[src/hw/rtl/rsc_pkg.sv]
// Shared constants, request and status codes, and types of the revocation status cache.
package rsc_pkg;

    localparam int CACHE_ENTRIES = 32;
    localparam int KEY_WORD_W    = 64;
    localparam int KEY_W         = 4 * KEY_WORD_W;
    localparam int STAMP_W       = 32;
    localparam int IDX_W         = $clog2(CACHE_ENTRIES);
    localparam int CNT_W         = $clog2(CACHE_ENTRIES + 1);
    localparam int USED_W        = 6;

    localparam logic [STAMP_W-1:0] TTL_RESET = 32'd3600;

    localparam logic [1:0] REQ_LOOKUP = 2'd0;
    localparam logic [1:0] REQ_INSERT = 2'd1;
    localparam logic [1:0] REQ_CLEAR  = 2'd2;

    localparam logic [1:0] STATUS_FRESH_OK      = 2'd0;
    localparam logic [1:0] STATUS_FRESH_REVOKED = 2'd1;
    localparam logic [1:0] STATUS_NO_ANSWER     = 2'd2;

    typedef struct packed {
        logic [KEY_W-1:0]   key;
        logic [STAMP_W-1:0] stamp;
        logic               revoked;
    } entry_t;

    typedef struct packed {
        logic match;
        logic fresh;
        logic older;
    } cmp_t;

endpackage

[src/hw/rtl/rsc_cmp_unit.sv]
// Shared compare unit: key match, freshness test and oldest-stamp test for one stored entry.
module rsc_cmp_unit
    import rsc_pkg::*;
(
    input  entry_t             entry,
    input  logic [KEY_W-1:0]   key,
    input  logic [STAMP_W-1:0] now,
    input  logic [STAMP_W-1:0] ttl,
    input  logic [STAMP_W-1:0] best_stamp,
    output cmp_t               result
);

    logic [STAMP_W-1:0] age;

    // Age wraps modulo 2^32 by the natural width of the subtraction.
    assign age          = now - entry.stamp;
    assign result.match = (entry.key == key);
    assign result.fresh = (age < ttl);
    assign result.older = (entry.stamp < best_stamp);

endmodule

[config.mk]
export PLATFORM = sky130hd
export DESIGN_NAME = rsc_cmp_unit
export DESIGN_NICKNAME = d
export VERILOG_FILES = /design/src/hw/rtl/rsc_pkg.sv /design/src/hw/rtl/rsc_cmp_unit.sv
export SDC_FILE = /design/constraint.sdc
export NUM_CORES = 1
export LEC_CHECK = 0
export ABC_CLOCK_PERIOD_IN_PS = 4400
export BUFFER_PORTS_ARGS = -buffer_cell sky130_fd_sc_hd__buf_2
export CAP_MARGIN = 20
export CORE_AREA = 2 2 247 249
export DETAILED_ROUTE_END_ITERATION = 8
export DIE_AREA = 0 0 249 251
export PLACE_DENSITY = 0.35
export SLEW_MARGIN = 20
export SYNTH_ARGS = -nofsm -noshare
export SYNTH_HDL_FRONTEND = slang
export SYNTH_SLANG_ARGS = --single-unit
[constraint.sdc]
create_clock -name vclk -period 4.4
set_clock_uncertainty 0.2 [all_clocks]
set_input_delay 0.22 -clock vclk [all_inputs]
set_output_delay 0.22 -clock vclk [all_outputs]
set_load 0.01 [all_outputs]
After elaboration in Yosys (flattened, before gate mapping)

Cells that the tools add are included.
W data, S select, Z words.

Bits in registers: 0
Bits of input ports: 641
Output and inout bits: 3
Logic and storage cells: 4

$add $sub $neg: 1
$lt $le $gt $ge: 2
Equality and inequality tests: 1

Operator list:

| kind             | number |
|---|---|
| $eq A256 B256 Y1 | 1 |
| $lt A32 B32 Y1   | 2 |
| $sub A32 B32 Y32 | 1 |

Longest topological paths before layout

Word-level depth: 2
Depth in mapped cells: 20

Worst setup path before layout

Ideal clock, no wire load.

Kind: input-to-output
From: input now[0]
To: output result[1] (netlist bit)
Arrival time: 3.533 ns
Required time: 3.980 ns
Slack: 0.447 ns
Stages: 18
Cells stage by stage: inv_1 ha_1 inv_1 fa_1 a211oi_2 nor2_1 o311ai_2 a21boi_2 nand4_1 a41oi_2 a22o_1 o221a_2 xor2_1 ha_1 nand4_1 nor4_1 nor4b_1 a21oi_1

RTL lines:

| item        | RTL line           | source |
|---|---|---|
| from (decl) | rsc_cmp_unit.sv:7  | `input logic [STAMP_W-1:0] now,` |
| to (decl)   | rsc_cmp_unit.sv:10 | `output cmp_t result` |

==> metrics.yaml <==
global_route:
  gr-max-usage-layer: "met2"
  gr-total-overflow: 0
  grtUsageMet3_pct: 1.802
  grt_pass1_wl_um: 64450
  grt_max_degree: 8
  grt_pass1_vias: 8673
  use_met2_pct: 28.28
  antenna_found_initial: 57
  track_usage_pct: 14.82
  met1_usage_pct: 17.38
logic_synthesis:
  avgSynthCellArea_um2: 7.629
  synth_nets: 1518
  syn_inst: 783
  ys_types: 47
  yosysWarnings: 0
  ys_seq_area_share_pct: 0
  synth_area_um2: 5973
power:
  power.density_nw_per_um2: 110.4
  p_leak_nw: 5.297
  p_total_mw: 1.146
  vdd_drop_max_mv: 0.03581
setup_path:
  cp_slowest_stage_delay_ns: 0.36
  cp_cell_sequence: "buf_6 > inv_4 > ha_4 > inv_2 > fa_2 > a211oi_2 > nor2_2 > o311ai_4 > a21boi_2 > nand4_1 > a41oi_2 > a22o_1 > o221a_2 > xor2_1 > ha_1 > nand4_1 > nor4_2 > nor4b_2 > a21oi_1 > buf_2"
  crit_top_cell: "nand4_1"
  endpoint_kind: "output port"
  crit_required_ns: 3.98
  crit_slowest_cell: "fa_2"
  crit_arrival_ns: 3.80
  critical_path_class: "primary input to output port"
  crit_fanout: 3
  startpoint_type: "primary input"
floorplanning:
  placementRows: 90
  start_util_pct: 9.990
  num_io_pins: 644
  die_w_um: 249
  core_area_um2: 59790
  die-area_um2: 62500
  die_h_um: 251
sta:
  setup_viol: 0
  rsz0062_at_grt: "true"
  slew_headroom_pct: 46.44
  hold_viol_final: 0
  fmax_mhz: 236.8
  slew_violations: 0
  fin_ws_ns: 0.1774
  period_minus_slack_ns: 4.223
  period_share_pct: 95.97
  worst_pin_slew_ns: 0.7976
placement:
  hpwl_um: 47760
  io_buffers: 643
  gp_congestion: 0.9215
  placed_cell_area_um2: 10240
  pre_cts_ws_ns: -0.2309
worst_hold_path:
  min_delay_worst_endpoint: "result[2]"
  hold_class: "primary input to output port"
  whs_path_depth: 7
  hold_start: "entry[267]"
detailed_routing:
  wl_per_cell_um: 22.02
  drc: 0
  drt-total-wl_um: 49240
  routed_via_density: 3.734
  ant_nets: 0
  drt_pass1_iterations: 5
  drtIter0Drc: 331
  vias: 8349
finish:
  nets: 2177
  design.seq.count: 0
  final_util_pct: 17.36
  syn2layout_area_growth_pct: 73.80
  nClkBuffers: 0
  regArea_um2: 0
  design_area_um2: 10380
  drive_above_1_share_pct: 47.29
run_status:
  outcome: "finished, final reports clean"
run:
  drv_cap: 0
## final cells by class
cell class	instances	area (um^2)
Antenna cell	14	35.03
Fill cell	6919	49410
Inverter	97	366.6
Multi-Input combinational cell	684	5657
Tap cell	782	978.4
Timing Repair Buffer	659	3344
## metal layers
layer | wire length (um) | share of wire, %
met1 | 18830 | 38
met2 | 25940 | 53
met3 | 3110 | 6.3
met4 | 1290 | 2.6
met5 | 70 | 0.14
## per-stage QoR
step / TNS [ns] / cells / hold slack (ns)
floorplan: 0 / 783 / 0.4855
global placement: -0.1154 / 2217 / 0.8253
detailed placement: -0.2309 / 2217 / 0.8284
CTS: 0 / 2217 / 0.8353
global route: -0.1361 / 2230 / 0.8683
finish: 0 / 2236 / 0.8262
## worst max-delay path by stage
stage / slack (ns) / endpoint / start / cells after the start
3_5_place_dp: -0.23 / result[1] / now[0] / 20
4_1_cts: 0.02 / result[1] / now[0] / 20
2_1_floorplan: 0.45 / result[1] / now[0] / 18
6_report: 0.18 / result[1] / now[0] / 20
3_3_place_gp: -0.12 / result[1] / now[0] / 20
5_1_grt: -0.14 / result[1] / now[0] / 20
## power breakdown
group | leakage [nW] | switching (mW) | internal, mW | total [mW]
logic | 5.30 | 0.560 | 0.586 | 1.15
clock network | 0.0000887 | 0 | 0.000000431 | 0.000000431
registers | 0 | 0 | 0 | 0
total | 5.30 | 0.560 | 0.586 | 1.15
## kinds of logic after synthesis
| kind of cell | count (synthesis) | synth area share [%] |
|---|---|---|
| buffers and inverters | 99 | 6.221 |
| AO/OA/AOI/OAI | 138 | 16.36 |
| adder cells (fa/ha/maj) | 94 | 19.82 |
| AND/OR/NAND/NOR | 167 | 15.82 |
| XOR/XNOR | 285 | 41.79 |
## synth_stat cells (all sizes together)
cell type	count	share of area (%)
a311oi	1	0.44
a31oi	4	0.67
o31ai	3	0.69
o41ai	1	0.27
a41oi	2	0.42
nand4	63	6.6
and2	1	0.10
nand2b	3	0.31
ha	93	19
nor3	7	0.59
o21ai	27	2.3
o211ai	2	0.25
nor4	35	3.7
o31a	1	0.15
o221a	1	0.19
a21o	32	4.0
xor2	100	15
nand2	16	1.0
or3	1	0.10
nand3	5	0.50
a211o	2	0.29
nor2	21	1.3
a21oi	38	3.2
nor2b	7	0.73
and3	7	0.73
clkbuf	2	0.13
xnor2	185	27
inv	97	6.1
nor4b	1	0.15
o2111ai	2	0.40
a2111oi	2	0.29
a22o	1	0.15
a21boi	2	0.31
fa	1	0.34
o21a	8	1.0
a211oi	7	0.96
o21bai	1	0.13
o311ai	1	0.27
## worst max-delay path: cells and delay by family
kind | cells | cell delay (ns)
fa+ha+maj | 3 | 0.78
compound gates | 7 | 1.33
buf+inv | 4 | 0.34
xor+xnor | 1 | 0.15
simple gates | 5 | 0.98
## placed cells by master, fill, tap and decap left out, types with 2 or more instances in the layout
cell type	n
a211oi_1	6
inv_1	95
a21o_1	32
nand3_1	4
nor2b_1	7
xor2_1	100
a211o_1	2
buf_4	16
nor3_1	7
diode_2	14
o211ai_1	2
xnor2_1	185
nor4_1	34
a21oi_1	38
a31oi_1	3
and3_1	7
nand2_1	16
a2111oi_0	2
o21ai_1	2
nand2b_1	3
nor2_1	20
o21a_1	8
ha_2	2
nand4_1	63
buf_2	642
o21ai_0	25
ha_1	90
## timing repair
action | CTS | global route
setup buffers | 0 | 5
cloned | 0 | 0
gates resized for setup | 2 | 14
endpoints found under the setup margin | 1 | 1
hold buffers | 0 | 0
pin swaps | 1 | 17
(Power assumes the default switching activity.)
